===== config.mk =====
export PLATFORM = sky130hd
export DESIGN_NAME = bsa_ctrl
export DESIGN_NICKNAME = d
export VERILOG_FILES = /design/src/hdl/bsa_pkg.sv /design/src/hdl/bsa_ctrl.sv
export VERILOG_INCLUDE_DIRS = /design/src /design/src/hdl
export SDC_FILE = /design/constraint.sdc
export NUM_CORES = 1
export LEC_CHECK = 0
export BUFFER_PORTS_ARGS = -buffer_cell sky130_fd_sc_hd__buf_2
export CORE_AREA = 2 2 39 41
export DETAILED_ROUTE_END_ITERATION = 10
export DIE_AREA = 0 0 41 43
export PLACE_DENSITY = 0.41
export SLEW_MARGIN = 20
export SYNTH_ARGS = -nofsm -noshare
export SYNTH_HDL_FRONTEND = slang
export SYNTH_SLANG_ARGS = --single-unit

===== constraint.sdc =====
create_clock -name clk -period 1.2 [get_ports clk]
set_input_delay 0.24 -clock clk [delete_from_list [all_inputs] [get_ports clk]]
set_output_delay 0.24 -clock clk [all_outputs]
set_load 0.02 [all_outputs]

===== src/hdl/bitmap_slot_allocator_assert.svh =====
// Assertion macros for the bitmap slot allocator
`ifndef BITMAP_SLOT_ALLOCATOR_ASSERT_SVH
`define BITMAP_SLOT_ALLOCATOR_ASSERT_SVH

// Same-cycle implication, sampled on clk, off while rst_n is low
`define BSA_ASSERT_IMP(lbl, ante, cons) \
    lbl: assert property (@(posedge clk) disable iff (!rst_n) (ante) |-> (cons)) \
        else $error("bitmap slot allocator: check failed");

// Next-cycle implication, sampled on clk, off while rst_n is low
`define BSA_ASSERT_NXT(lbl, ante, cons) \
    lbl: assert property (@(posedge clk) disable iff (!rst_n) (ante) |=> (cons)) \
        else $error("bitmap slot allocator: check failed");

`endif


===== src/hdl/bsa_pkg.sv =====
// Shared types and constants of the bitmap slot allocator
`default_nettype none

package bsa_pkg;

    localparam int MAX_SLOTS = 4096;
    localparam int WORD_BITS = 32;
    localparam int MAP_WORDS = (MAX_SLOTS + WORD_BITS - 1) / WORD_BITS;
    localparam int BIT_W     = $clog2(WORD_BITS);
    localparam int WADDR_W   = $clog2(MAP_WORDS);
    localparam int IDX_W     = 12;
    localparam int CNT_W     = 13;
    localparam int CMD_W     = 3;
    localparam int ST_W      = 2;

    localparam logic [CMD_W-1:0] CMD_FIND      = 3'd0;
    localparam logic [CMD_W-1:0] CMD_ALLOC     = 3'd1;
    localparam logic [CMD_W-1:0] CMD_DEALLOC   = 3'd2;
    localparam logic [CMD_W-1:0] CMD_MARK_USED = 3'd3;
    localparam logic [CMD_W-1:0] CMD_MARK_FREE = 3'd4;
    localparam logic [CMD_W-1:0] CMD_QUERY     = 3'd5;
    localparam logic [CMD_W-1:0] CMD_CLEAR     = 3'd6;
    localparam logic [CMD_W-1:0] CMD_SET_COUNT = 3'd7;

    localparam logic [ST_W-1:0] ST_OK       = 2'd0;
    localparam logic [ST_W-1:0] ST_NO_FREE  = 2'd1;
    localparam logic [ST_W-1:0] ST_RANGE    = 2'd2;
    localparam logic [ST_W-1:0] ST_CONFLICT = 2'd3;

    typedef struct packed {
        logic [CMD_W-1:0] command;
        logic [IDX_W-1:0] slot_index;
        logic [CNT_W-1:0] count_value;
    } bsa_in_t;

    typedef struct packed {
        logic [IDX_W-1:0] found_index;
        logic             slot_used;
        logic [CNT_W-1:0] used_count;
        logic [ST_W-1:0]  status;
    } bsa_out_t;

    // Controller to datapath
    typedef struct packed {
        logic load;
        logic rd_slot;
        logic exec;
        logic finish;
    } bsa_cmd_t;

    // Datapath to controller
    typedef struct packed {
        logic scan_go;
        logic scan_hit;
        logic scan_miss;
    } bsa_stat_t;

endpackage

`default_nettype wire


===== src/hdl/bsa_ctrl.sv =====
// Sequencing state machine of the bitmap slot allocator
`default_nettype none
`include "bitmap_slot_allocator_assert.svh"

module bsa_ctrl
    import bsa_pkg::*;
(
    input  wire logic      clk,
    input  wire logic      rst_n,
    input  wire logic      start,
    output logic           busy,
    output bsa_cmd_t       cmd,
    input  wire bsa_stat_t stat
);

    localparam logic [1:0] S_IDLE = 2'd0;
    localparam logic [1:0] S_READ = 2'd1;
    localparam logic [1:0] S_EXEC = 2'd2;
    localparam logic [1:0] S_SCAN = 2'd3;

    logic [1:0] state_reg;
    logic [1:0] state_next;

    assign busy = (state_reg != S_IDLE);

    always_comb
    begin
        state_next  = state_reg;
        cmd         = '0;
        case (state_reg)
            S_IDLE:
            begin
                if (start)
                begin
                    cmd.load   = 1'b1;
                    state_next = S_READ;
                end
            end
            S_READ:
            begin
                cmd.rd_slot = 1'b1;
                state_next  = S_EXEC;
            end
            S_EXEC:
            begin
                cmd.exec = 1'b1;
                if (stat.scan_go)
                begin
                    state_next = S_SCAN;
                end
                else
                begin
                    cmd.finish = 1'b1;
                    state_next = S_IDLE;
                end
            end
            S_SCAN:
            begin
                if (stat.scan_hit || stat.scan_miss)
                begin
                    cmd.finish = 1'b1;
                    state_next = S_IDLE;
                end
            end
            default:
            begin
                state_next = S_IDLE;
            end
        endcase
    end

    always_ff @(posedge clk or negedge rst_n)
    begin
        if (!rst_n)
        begin
            state_reg <= S_IDLE;
        end
        else
        begin
            state_reg <= state_next;
        end
    end

    `BSA_ASSERT_IMP(a_finish_in_work, cmd.finish, (state_reg == S_EXEC) || (state_reg == S_SCAN))
    `BSA_ASSERT_NXT(a_accept_reads, start && !busy, state_reg == S_READ)
    `BSA_ASSERT_IMP(a_hit_ends_scan, (state_reg == S_SCAN) && stat.scan_hit, cmd.finish)
    `BSA_ASSERT_NXT(a_finish_frees, cmd.finish, !busy)

endmodule

`default_nettype wire


==> key figures, run 1 <==
Routing
  – WL per Instance: just under 8 µm
  – Post-detailed-routing wire length: 396 µm
  – First DRT Iteration DRCs: 0
  – Via count: 176
  – Post-DRT Antenna Nets: 0
  – First-pass DRT Iterations: 1
  – DRC violations left: 0
  – Vias per cell: 3.52

Global route
  – Vias in the first global route: about 170
  – Largest net degree at the start of global routing: 6
  – First-pass GRT wire length: between 600 and 700 µm
  – Initial antenna violation count: 0
  – Grt total ovfl: 0
  – GRT Resource Usage Total: 6.33%

Worst setup path
  – Worst r2r path cells: 3
  – CP Max Fanout: 5
  – Worst flop-to-flop path endpoint: state_reg[0]$_DFFE_PN0P_
  – Worst EP arrival: between 1 and 1.5 ns
  – RR Startpoint: state_reg[1]$_DFFE_PN0P_
  – R2r setup slk: about 0.31 ns
  – WS Path Type: register to output port
  – Crit end category: output port
  – Req. time, crit path: 0.96 ns
  – CP Launch Type: register

Timing
  – Fin Clk Skew: approximately 0.0038 ns
  – Slew @ Worst Pin: ~0.26 ns
  – Final Cycle Share: 113%
  – Max Clk Rate: between 0.7 and 0.8 GHz
  – Min cycle time layout: approximately 1.4 ns
  – Slew margin rel.: 82.8%
  – Slew Viols, Final: 0
  – RSZ-0062 raised after global routing: yes
  – Final setup fails: 5
  – Final hold viol count: 0
  – Worst hold slack: around 0.33 ns
  – Final worst setup slack: -0.153 ns

Final layout
  – # nets final: between 40 and 50
  – Seq. cell area: ~50 µm²
  – Share of layout cells above drive strength 1: approximately three fifths
  – Area grow syn2layout: 103%
  – Commonest cells after routing, fill and taps aside: buf_2 (5), buf_4 (5), buf_6 (4)
  – Max reg flops: 2
  – ANT cells: 0
  – Final Cell Area: 308 µm²
  – Filler cell count: 158
  – Footprint of the multi-input gates: 93.8 µm²

Yosys
  – Mapped Area: ~150 µm²
  – Synthesis-stage register bit count: 2
  – Avg Cell Area, Syn: roughly 8.9 µm²
  – Seq/Total Area, Yosys: ~33%
  – Gate Count Post-Synth: 17
  – Unique cell type count in the Yosys netlist: 15
  – Post-Syn Nets: 23
  – YS warnings: 0

Floorplanning
  – Die area: ~1800 µm²
  – CORE AREA: 1380 µm²
  – Chip Height: around 43 µm
  – Die W: about 40 µm
  – Starting Density: 10.9%
  – Io pins: 11
  – Row count: 14

Power
  – Sw Ratio: between 30% and 40%
  – Clock Power Share: around 17%
  – Power Density: ~2800 nW/µm²
  – Design Power: approximately 880 µW
  – Int Pwr: between 500 and 600 µW
  – Sequential power share: 15.4%
  – Comb power frac: 68.2%
  – Sw power: between 300 and 400 µW
  – Max VDD drop: 0.959 mV
  – LEAKAGE: ~0.15 nW

Worst hold path
  – Worst Hold Class: input pin to register
  – Hold Startpoint: stat[0]
  – Worst Hold End: state_reg[1]$_DFFE_PN0P_
  – Hold path depth: 3

Clocking
  – CTS Buf Count: 3
  – Clock Sink Count: 2
  – CTS tree: yes
  – Clk root buf: clkbuf_4
  – Reg clk slew, reported paths: 0.03 ns
  – H-tree depth: 1
  – CTS max path bufs: 2
  – Worst-skew pair later-pin latency: approximately 0.22 ns

Placed design
  – Post-place instance area: between 200 and 250 µm²
  – PortBufs: 10
  – RePlAce Congestion: between 0.6 and 0.7
  – Post-DP HPWL: between 300 and 400 µm

Run status
  – Failing checks: setup timing
  – Status: finished, violations left

Job
  – Maxcap violations: 0
## critical path, cell delays in order, from the launching register on
cell and delay (ns):
dfrtp_1 0.40, or2_1 0.23, a21boi_2 0.13, buf_6 0.13
## layout make-up
type | count | share of cell area, %
repair buffers | 15 | 38.2
multi-input cells | 13 | 30.5
flip-flops and latches | 2 | 16.3
clock buffers | 3 | 7.32
well taps | 16 | 6.50
inverters | 1 | 1.22
## metal layers
layer	routed length [µm]	global-route usage [%]
met3	67	4.71
met4	0	4.00
met2	118	6.56
met5	0	0
met1	211	8.68
## power by group through the flow
stage               Clock [mW]  Combinational (mW)  Sequential [mW]
detailed placement           0               0.429            0.146
global route             0.170               0.652            0.141
global placement             0               0.427            0.146
CTS                      0.152               0.578            0.135
finish                   0.145               0.598            0.135
floorplan                    0               0.318            0.133
## cell families after synthesis
logic type | Yosys count | share of synthesized area [%]
and+or+nand+nor | 7 | 28.1
AOI/OAI and AO/OA | 5 | 22.3
DFF | 2 | 33.1
buffers and inverters | 2 | 9.91
muxes | 1 | 6.61
## worst max-delay path by stage
stage                                   from     end  slack (ns)  cells after the start
global route        state_reg[0]$_DFFE_PN0P_  cmd[0]       -0.24                      3
finish              state_reg[0]$_DFFE_PN0P_  cmd[0]       -0.15                      3
floorplan           state_reg[1]$_DFFE_PN0P_  cmd[3]        0.02                      3
CTS                 state_reg[0]$_DFFE_PN0P_  cmd[0]       -0.17                      3
global placement    state_reg[0]$_DFFE_PN0P_  cmd[0]        0.01                      3
detailed placement  state_reg[0]$_DFFE_PN0P_  cmd[0]        0.01                      3
## synth_stat cells
library cell / count / area (µm²)
buf_6: 1 / 11.3
o22ai_1: 1 / 6.26
a21boi_2: 1 / 11.3
mux2i_1: 1 / 10.0
or2_4: 1 / 8.76
dfrtp_1: 2 / 50.1
a31oi_1: 1 / 6.26
or2_1: 2 / 12.5
nor2_1: 1 / 3.75
nor2b_1: 1 / 6.26
and2b_1: 1 / 7.51
o21ai_0: 1 / 5.00
a21oi_1: 1 / 5.00
inv_1: 1 / 3.75
nand2_1: 1 / 3.75
## what timing repair did
item                                    4_1_cts  5_1_grt
hold buffers                                  1        0
gates resized for setup                       8        2
buffers inserted                              2        0
endpoints found under the hold margin         2        0
endpoints found under the setup margin        4        5
pin swaps                                     3        0
## through the flow
stage	setup WS [ns]	TNS (ns)	instances	util [%]
floorplan	0.0181	0	17	-
detailed placement	0.0111	0	44	16.5
finish	-0.153	-0.534	50	22.2
global placement	0.0149	0	44	16.5
global route	-0.239	-0.861	50	22.2
CTS	-0.166	-0.581	50	21.8
Note: power is estimated with default switching activity, not from simulation.
==> run 2: changes to the inputs <==
Settings changed: ABC_AREA set to 1, PLACE_DENSITY 0.41 to 0.39.
==> key figures, run 2 <==
Yosys
  – Yosys top cell area share: 39.6% (was 33.1%)
  – Most frequent cell after synthesis: inv_1
  – Post-Syn Nets: 26 (was 23)
  – EDFF count, synth: 0 (unchanged)
  – Synthesis-stage register bit count: 2 (unchanged)
  – Async SR Flop Fraction: 100% (unchanged)
  – Seq/Total Area, Yosys: 39.6% (was 33.1%)
  – YS warnings: 0 (unchanged)
  – Top post-synthesis cells by count: inv_1 (5), nand2_1 (4), nand3_1 (3), nor2_1 (3), dfrtp_1 (2) (was dfrtp_1 (2), or2_1 (2))
  – Top_reg_cell synth: dfrtp_1 (unchanged)
  – Gate Count Post-Synth: 20 (was 17)
  – Synth top area cells: dfrtp_1 (40%), inv_1 (15%), nand3_1 (12%) (was dfrtp_1 (33%), or2_1 (8.3%), a21boi_2 (7.4%))
  – Avg Cell Area, Syn: 6.32 µm² (was 8.91 µm²)
  – Unique cell type count in the Yosys netlist: 8 (was 15)
  – Mapped Area: 126 µm² (was 151 µm²)
  – Area leader, netlist: dfrtp_1 (unchanged)

Timing
  – Fin Clk Skew: 0.00191 ns (was 0.00380 ns)
  – Setup TNS: -0.103 ns (was -0.534 ns)
  – Final setup fails: 2 (was 5)
  – Final Cycle Share: 104% (was 113%)
  – Slew @ Worst Pin: 0.136 ns (was 0.256 ns)
  – Final worst setup slack: -0.0539 ns (was -0.153 ns)
  – Max Clk Rate: 0.798 GHz (was 0.739 GHz)
  – Slew Viols, Final: 0 (unchanged)
  – RSZ-0062 raised after global routing: yes (unchanged)
  – Slew margin rel.: 90.9% (was 82.8%)
  – Min cycle time layout: 1.25 ns (was 1.35 ns)
  – Final hold viol count: 0 (unchanged)

Clocking
  – CTS tree: yes (unchanged)
  – CTS max path bufs: 2 (unchanged)
  – Clk root buf: clkbuf_4 (unchanged)
  – Worst-skew pair later-pin latency: 0.22 ns (about the same)
  – Clock Sink Count: 2 (unchanged)
  – H-tree depth: 1 (unchanged)
  – CTS Buf Count: 3 (unchanged)
  – Reg clk slew, reported paths: 0.03 ns (about the same)

Floorplanning
  – CORE AREA: 1380 µm² (unchanged)
  – Starting Density: 9.13% (was 10.9%)
  – Die W: 41 µm (unchanged)
  – Io pins: 11 (unchanged)
  – Row count: 14 (unchanged)
  – Chip Height: 43 µm (unchanged)
  – Die area: 1760 µm² (unchanged)

Final layout
  – # nets final: 44 (was 42)
  – Share of layout cells above drive strength 1: 63.9% (was 58.8%)
  – Filler cell count: 155 (was 158)
  – Footprint of the multi-input gates: 63.8 µm² (was 93.8 µm²)
  – Most common cell after layout, fill and taps aside: buf_2
  – Max reg flops: 2 (unchanged)
  – ANT cells: 0 (unchanged)
  – Area grow syn2layout: 122% (was 103%)
  – Seq. cell area: 52.6 µm² (was 50.0 µm²)
  – Commonest cells after routing, fill and taps aside: buf_2 (5), inv_2 (4), buf_4 (4) (was buf_2 (5), buf_4 (5), buf_6 (4))

Worst setup path
  – Cell chain of the critical path: nor2_4 > nand2_2 > inv_2 > buf_6 (was or2_1 > a21boi_2 > buf_6)
  – RR Startpoint: state_reg[0]$_DFFE_PN0P_ (was state_reg[1]$_DFFE_PN0P_)
  – Max stage delay cell, worst path: dfrtp_2 (was dfrtp_1)
  – WS Path Type: register to output port (unchanged)
  – Req. time, crit path: 0.96 ns (about the same)
  – R2r setup slk: 0.30 ns (was 0.31 ns)
  – Crit end category: output port (unchanged)
  – CP Launch Type: register (unchanged)
  – CP Max Fanout: 5 (unchanged)
  – Worst EP arrival: 1.01 ns (was 1.11 ns)
  – Worst flop-to-flop path endpoint: state_reg[0]$_DFFE_PN0P_ (unchanged)
  – CP peak stage delay: 0.43 ns (was 0.40 ns)
  – Worst r2r path cells: 4 (was 3)

Routing
  – First-pass DRT Iterations: 2 (was 1)
  – Via count: 174 (was 176)
  – DRC violations left: 0 (unchanged)
  – First DRT Iteration DRCs: 4 (was 0)
  – Vias per cell: 3.35 (was 3.52)
  – WL per Instance: 6.96 µm (was 7.92 µm)
  – Post-DRT Antenna Nets: 0 (unchanged)
  – Post-detailed-routing wire length: 362 µm (was 396 µm)

Run status
  – Status: finished, violations left (unchanged)
  – Failing checks: setup timing (unchanged)

Worst hold path
  – Hold path depth: 3 (unchanged)
  – Hold Startpoint: stat[2] (was stat[0])
  – Worst Hold Class: input pin to register (unchanged)
  – Worst Hold End: state_reg[0]$_DFFE_PN0P_ (was state_reg[1]$_DFFE_PN0P_)

Global route
  – First-pass GRT wire length: 662 µm (was 690 µm)
  – Initial antenna violation count: 0 (unchanged)
  – Largest net degree at the start of global routing: 6 (unchanged)
  – Grt total ovfl: 0 (unchanged)
  – GRT Resource Usage Total: 6.63% (was 6.33%)
  – Vias in the first global route: 196 (was 169)

Job
  – Maxcap violations: 0 (unchanged)

Placed design
  – Worst Setup Slack post-DPL: 0.103 ns (was 0.0111 ns)
  – Post-DP HPWL: 286 µm (was 318 µm)
  – PortBufs: 10 (unchanged)
  – RePlAce Congestion: 0.622 (was 0.633)

Power
  – Max VDD drop: 0.529 mV (was 0.959 mV)
  – Power Density: 2750 nW/µm² (was 2850 nW/µm²)
  – LEAKAGE: 0.152 nW (was 0.149 nW)
==> run 2: layout make-up <==
| class | instances | area share, % |
|---|---|---|
| Tap cell | 16 | 7.14 |
| Timing Repair Buffer | 13 | 35.3 |
| Sequential cell | 2 | 18.7 |
| Clock buffer | 3 | 8.04 |
| Inverter | 6 | 8.04 |
| Multi-Input combinational cell | 12 | 22.8 |
==> run 2: per-stage QoR <==
step	hold slack, ns	instances	instance area (µm²)	utilization, %	power (mW)
CTS	0.312	52	268	19.3	0.732
detailed placement	0.0297	46	196	14.2	0.451
finish	0.321	52	280	20.3	0.772
global route	0.338	52	280	20.3	0.843
floorplan	-0.0556	20	126	-	0.346
global placement	0.0272	46	196	14.2	0.452
==> run 2: critical path: cells and delay by family (launching register included) <==
family,cells,cell delay (ns)
flops,1,0.43
buf+inv,2,0.15
simple gates,2,0.21
==> run 2: where the power goes <==
part / leakage, nW / internal (mW) / switching [mW]
Clock: 0.0138 / 0.110 / 0.0390
Sequential: 0.0226 / 0.106 / 0.0555
Combinational: 0.116 / 0.228 / 0.233
==> run 2: worst max-delay path by stage <==
| stage | depth (start not counted) | end | from |
|---|---|---|---|
| 2_1_floorplan | 2 | cmd[0] | state_reg[1]$_DFFE_PN0P_ |
| 3_3_place_gp | 4 | cmd[3] | state_reg[0]$_DFFE_PN0P_ |
| 3_5_place_dp | 4 | cmd[3] | state_reg[0]$_DFFE_PN0P_ |
| 4_1_cts | 4 | cmd[3] | state_reg[1]$_DFFE_PN0P_ |
| 5_1_grt | 4 | cmd[0] | state_reg[0]$_DFFE_PN0P_ |
| 6_report | 4 | cmd[3] | state_reg[0]$_DFFE_PN0P_ |
==> run 2: logic make-up after synthesis <==
group | count (synthesis) | synth area share [%]
flops | 2 | 39.6
simple gates | 11 | 38.6
compound gates | 1 | 3.96
buf+inv | 6 | 17.8
==> run 2: timing repair <==
| action | 4_1_cts | 5_1_grt |
|---|---|---|
| endpoints found under the hold margin | 2 | 0 |
| hold buffers | 1 | 0 |
| endpoints found under the setup margin | 4 | 5 |
| setup buffers | 2 | 0 |
| pin swaps | 2 | 2 |
| resized for setup | 8 | 9 |
==> run 2: routing by layer <==
| layer | part of all wire, % | GRT usage (%) | vias to the layer above | wire [µm] |
|---|---|---|---|---|
| li1 | - | - | 93 | - |
| met1 | 33 | 5.16 | 76 | 120 |
| met2 | 57 | 8.13 | 5 | 205 |
| met3 | 9.9 | 6.28 | 0 | 36 |
| met4 | 0 | 8.00 | 0 | 0 |
| met5 | 0 | 0 | - | 0 |
==> run 3: changes to the inputs <==
Settings changed: MAX_ROUTING_LAYER set to met4.
==> key figures, run 3 (synthesis gave the netlist of run 2 again) <==
Worst setup path
  – CP peak stage delay: 0.43 ns (about the same)
  – Top delay family on crit path: flip-flops (unchanged)
  – R2r setup slk: 0.30 ns (about the same)
  – Crit end category: output port (unchanged)
  – Max stage delay cell, worst path: dfrtp_2 (unchanged)
  – Worst r2r path cells: 4 (unchanged)
  – Worst flop-to-flop path endpoint: state_reg[0]$_DFFE_PN0P_ (unchanged)
  – Worst EP arrival: 1.02 ns (was 1.01 ns)
  – CP Max Fanout: 5 (unchanged)
  – Buf/Inv on CP: 2 (unchanged)
  – Req. time, crit path: 0.96 ns (about the same)
  – RR Startpoint: state_reg[0]$_DFFE_PN0P_ (unchanged)
  – Cell chain of the critical path: nor2_4 > nand2_2 > inv_2 > buf_6 (unchanged)
  – CP Launch Type: register (unchanged)
  – WS Path Type: register to output port (unchanged)

Clocking
  – CTS max path bufs: 2 (unchanged)
  – Clock Sink Count: 2 (unchanged)
  – Reg clk slew, reported paths: 0.03 ns (about the same)
  – CTS tree: yes (unchanged)
  – CTS Buf Count: 3 (unchanged)
  – H-tree depth: 1 (unchanged)
  – Worst-skew pair later-pin latency: 0.22 ns (about the same)
  – Clk root buf: clkbuf_4 (unchanged)

Timing
  – Worst hold slack: 0.322 ns (was 0.321 ns)
  – Slew margin rel.: 90.9% (unchanged)
  – Final Cycle Share: 105% (was 104%)
  – RSZ-0062 raised after global routing: yes (unchanged)
  – Final worst setup slack: -0.0552 ns (was -0.0539 ns)
  – Final setup fails: 2 (unchanged)
  – Slew Viols, Final: 0 (unchanged)
  – Fin Clk Skew: 0.000779 ns (was 0.00191 ns)
  – Final hold viol count: 0 (unchanged)
  – Slew @ Worst Pin: 0.136 ns (unchanged)
  – Max Clk Rate: 0.797 GHz (was 0.798 GHz)
  – Min cycle time layout: 1.26 ns (was 1.25 ns)

Routing
  – Vias per cell: 3.35 (unchanged)
  – Post-detailed-routing wire length: 368 µm (was 362 µm)
  – Via count: 174 (unchanged)
  – First DRT Iteration DRCs: 4 (unchanged)
  – First-pass DRT Iterations: 2 (unchanged)
  – Post-DRT Antenna Nets: 0 (unchanged)
  – WL per Instance: 7.08 µm (was 6.96 µm)
  – DRC violations left: 0 (unchanged)

Worst hold path
  – Hold Startpoint: stat[2] (unchanged)
  – Worst Hold End: state_reg[0]$_DFFE_PN0P_ (unchanged)
  – Hold path depth: 3 (unchanged)
  – Worst Hold Class: input pin to register (unchanged)

Power
  – LEAKAGE: 0.152 nW (unchanged)
  – Power Density: 2750 nW/µm² (about the same)
  – Max VDD drop: 0.529 mV (about the same)
  – Design Power: 770 µW (was 772 µW)

Final layout
  – Area grow syn2layout: 122% (unchanged)
  – Most common cell after layout, fill and taps aside: buf_2 (unchanged)
  – Filler cell count: 155 (unchanged)
  – ANT cells: 0 (unchanged)
  – # nets final: 44 (unchanged)
  – Commonest cells after routing, fill and taps aside: buf_2 (5), inv_2 (4), buf_4 (4) (unchanged)
  – Share of layout cells above drive strength 1: 63.9% (unchanged)
  – Max reg flops: 2 (unchanged)

Global route
  – Grt total ovfl: 0 (unchanged)
  – Largest net degree at the start of global routing: 6 (unchanged)
  – GRT Resource Usage Total: 6.80% (was 6.63%)
  – Initial antenna violation count: 0 (unchanged)
  – First-pass GRT wire length: 662 µm (unchanged)
  – Vias in the first global route: 195 (was 196)

Floorplanning
  – CORE AREA: 1380 µm² (unchanged)
  – Row count: 14 (unchanged)
  – Starting Density: 9.13% (unchanged)
  – Die area: 1760 µm² (unchanged)
  – Io pins: 11 (unchanged)
  – Chip Height: 43 µm (unchanged)
  – Die W: 41 µm (unchanged)

Placed design
  – Worst Setup Slack post-DPL: 0.103 ns (unchanged)
  – PortBufs: 10 (unchanged)
  – Post-DP HPWL: 286 µm (unchanged)
  – RePlAce Congestion: 0.626 (was 0.622)

Run status
  – Failing checks: setup timing (unchanged)
  – Status: finished, violations left (unchanged)

Job
  – Maxcap violations: 0 (unchanged)
-- run 3: cell counts in the layout (fill, tap and decap cells not counted) --
Identical to the previous run, type by type.
-- run 3: metal layers --
metal	GRT usage [%]	share of wire, %	wire, µm	vias up
met1	5.16	32	118	74
met3	6.28	11	41	2
met2	8.13	53	195	5
met5	-	0	0	-
li1	-	-	-	93
met4	8.00	3.5	13	0
-- run 3: repair_timing --
| item | 4_1_cts | 5_1_grt |
|---|---|---|
| setup buffers | 2 | 0 |
| hold buffers | 1 | 0 |
| hold endpoints to repair | 2 | 0 |
| gates resized for setup | 8 | 9 |
| pin swaps | 2 | 2 |
| endpoints found under the setup margin | 4 | 5 |
-- run 3: tightest hold or removal path, cell delays in order --
cell,delay (ns)
buf_2,0.08
nand3_1,0.09
nand3_1,0.09
-- run 3: how the worst max path moves through the flow --
stage / startpoint / end / slack (ns) / cells past startpoint
4_1_cts: state_reg[1]$_DFFE_PN0P_ / cmd[3] / -0.08 / 4
6_report: state_reg[0]$_DFFE_PN0P_ / cmd[3] / -0.06 / 4
3_5_place_dp: state_reg[0]$_DFFE_PN0P_ / cmd[3] / 0.10 / 4
2_1_floorplan: state_reg[1]$_DFFE_PN0P_ / cmd[0] / 0.17 / 2
5_1_grt: state_reg[0]$_DFFE_PN0P_ / cmd[0] / -0.13 / 4
3_3_place_gp: state_reg[0]$_DFFE_PN0P_ / cmd[3] / 0.10 / 4
-- run 3: cell type report --
cell class,instances,area (µm²),area share [%]
Sequential cell,2,52.6,18.7
Timing Repair Buffer,13,98.8,35.3
Clock buffer,3,22.5,8.04
Tap cell,16,20.0,7.14
Inverter,6,22.5,8.04
Multi-Input combinational cell,12,63.8,22.8
-- run 3: per-stage QoR --
step | std cells | utilization [%] | setup TNS (ns) | instance area [µm²]
final | 52 | 20.3 | -0.105 | 280
after floorplan | 20 | - | 0 | 126
after CTS | 52 | 19.3 | -0.172 | 268
after detailed placement | 46 | 14.2 | 0 | 196
after global routing | 52 | 20.3 | -0.391 | 280
after global placement | 46 | 14.2 | 0 | 196
-- run 3: power breakdown --
group / internal (mW) / total, mW / switching, mW
Clock: 0.110 / 0.147 / 0.0372
Sequential: 0.106 / 0.161 / 0.0555
Combinational: 0.228 / 0.461 / 0.233
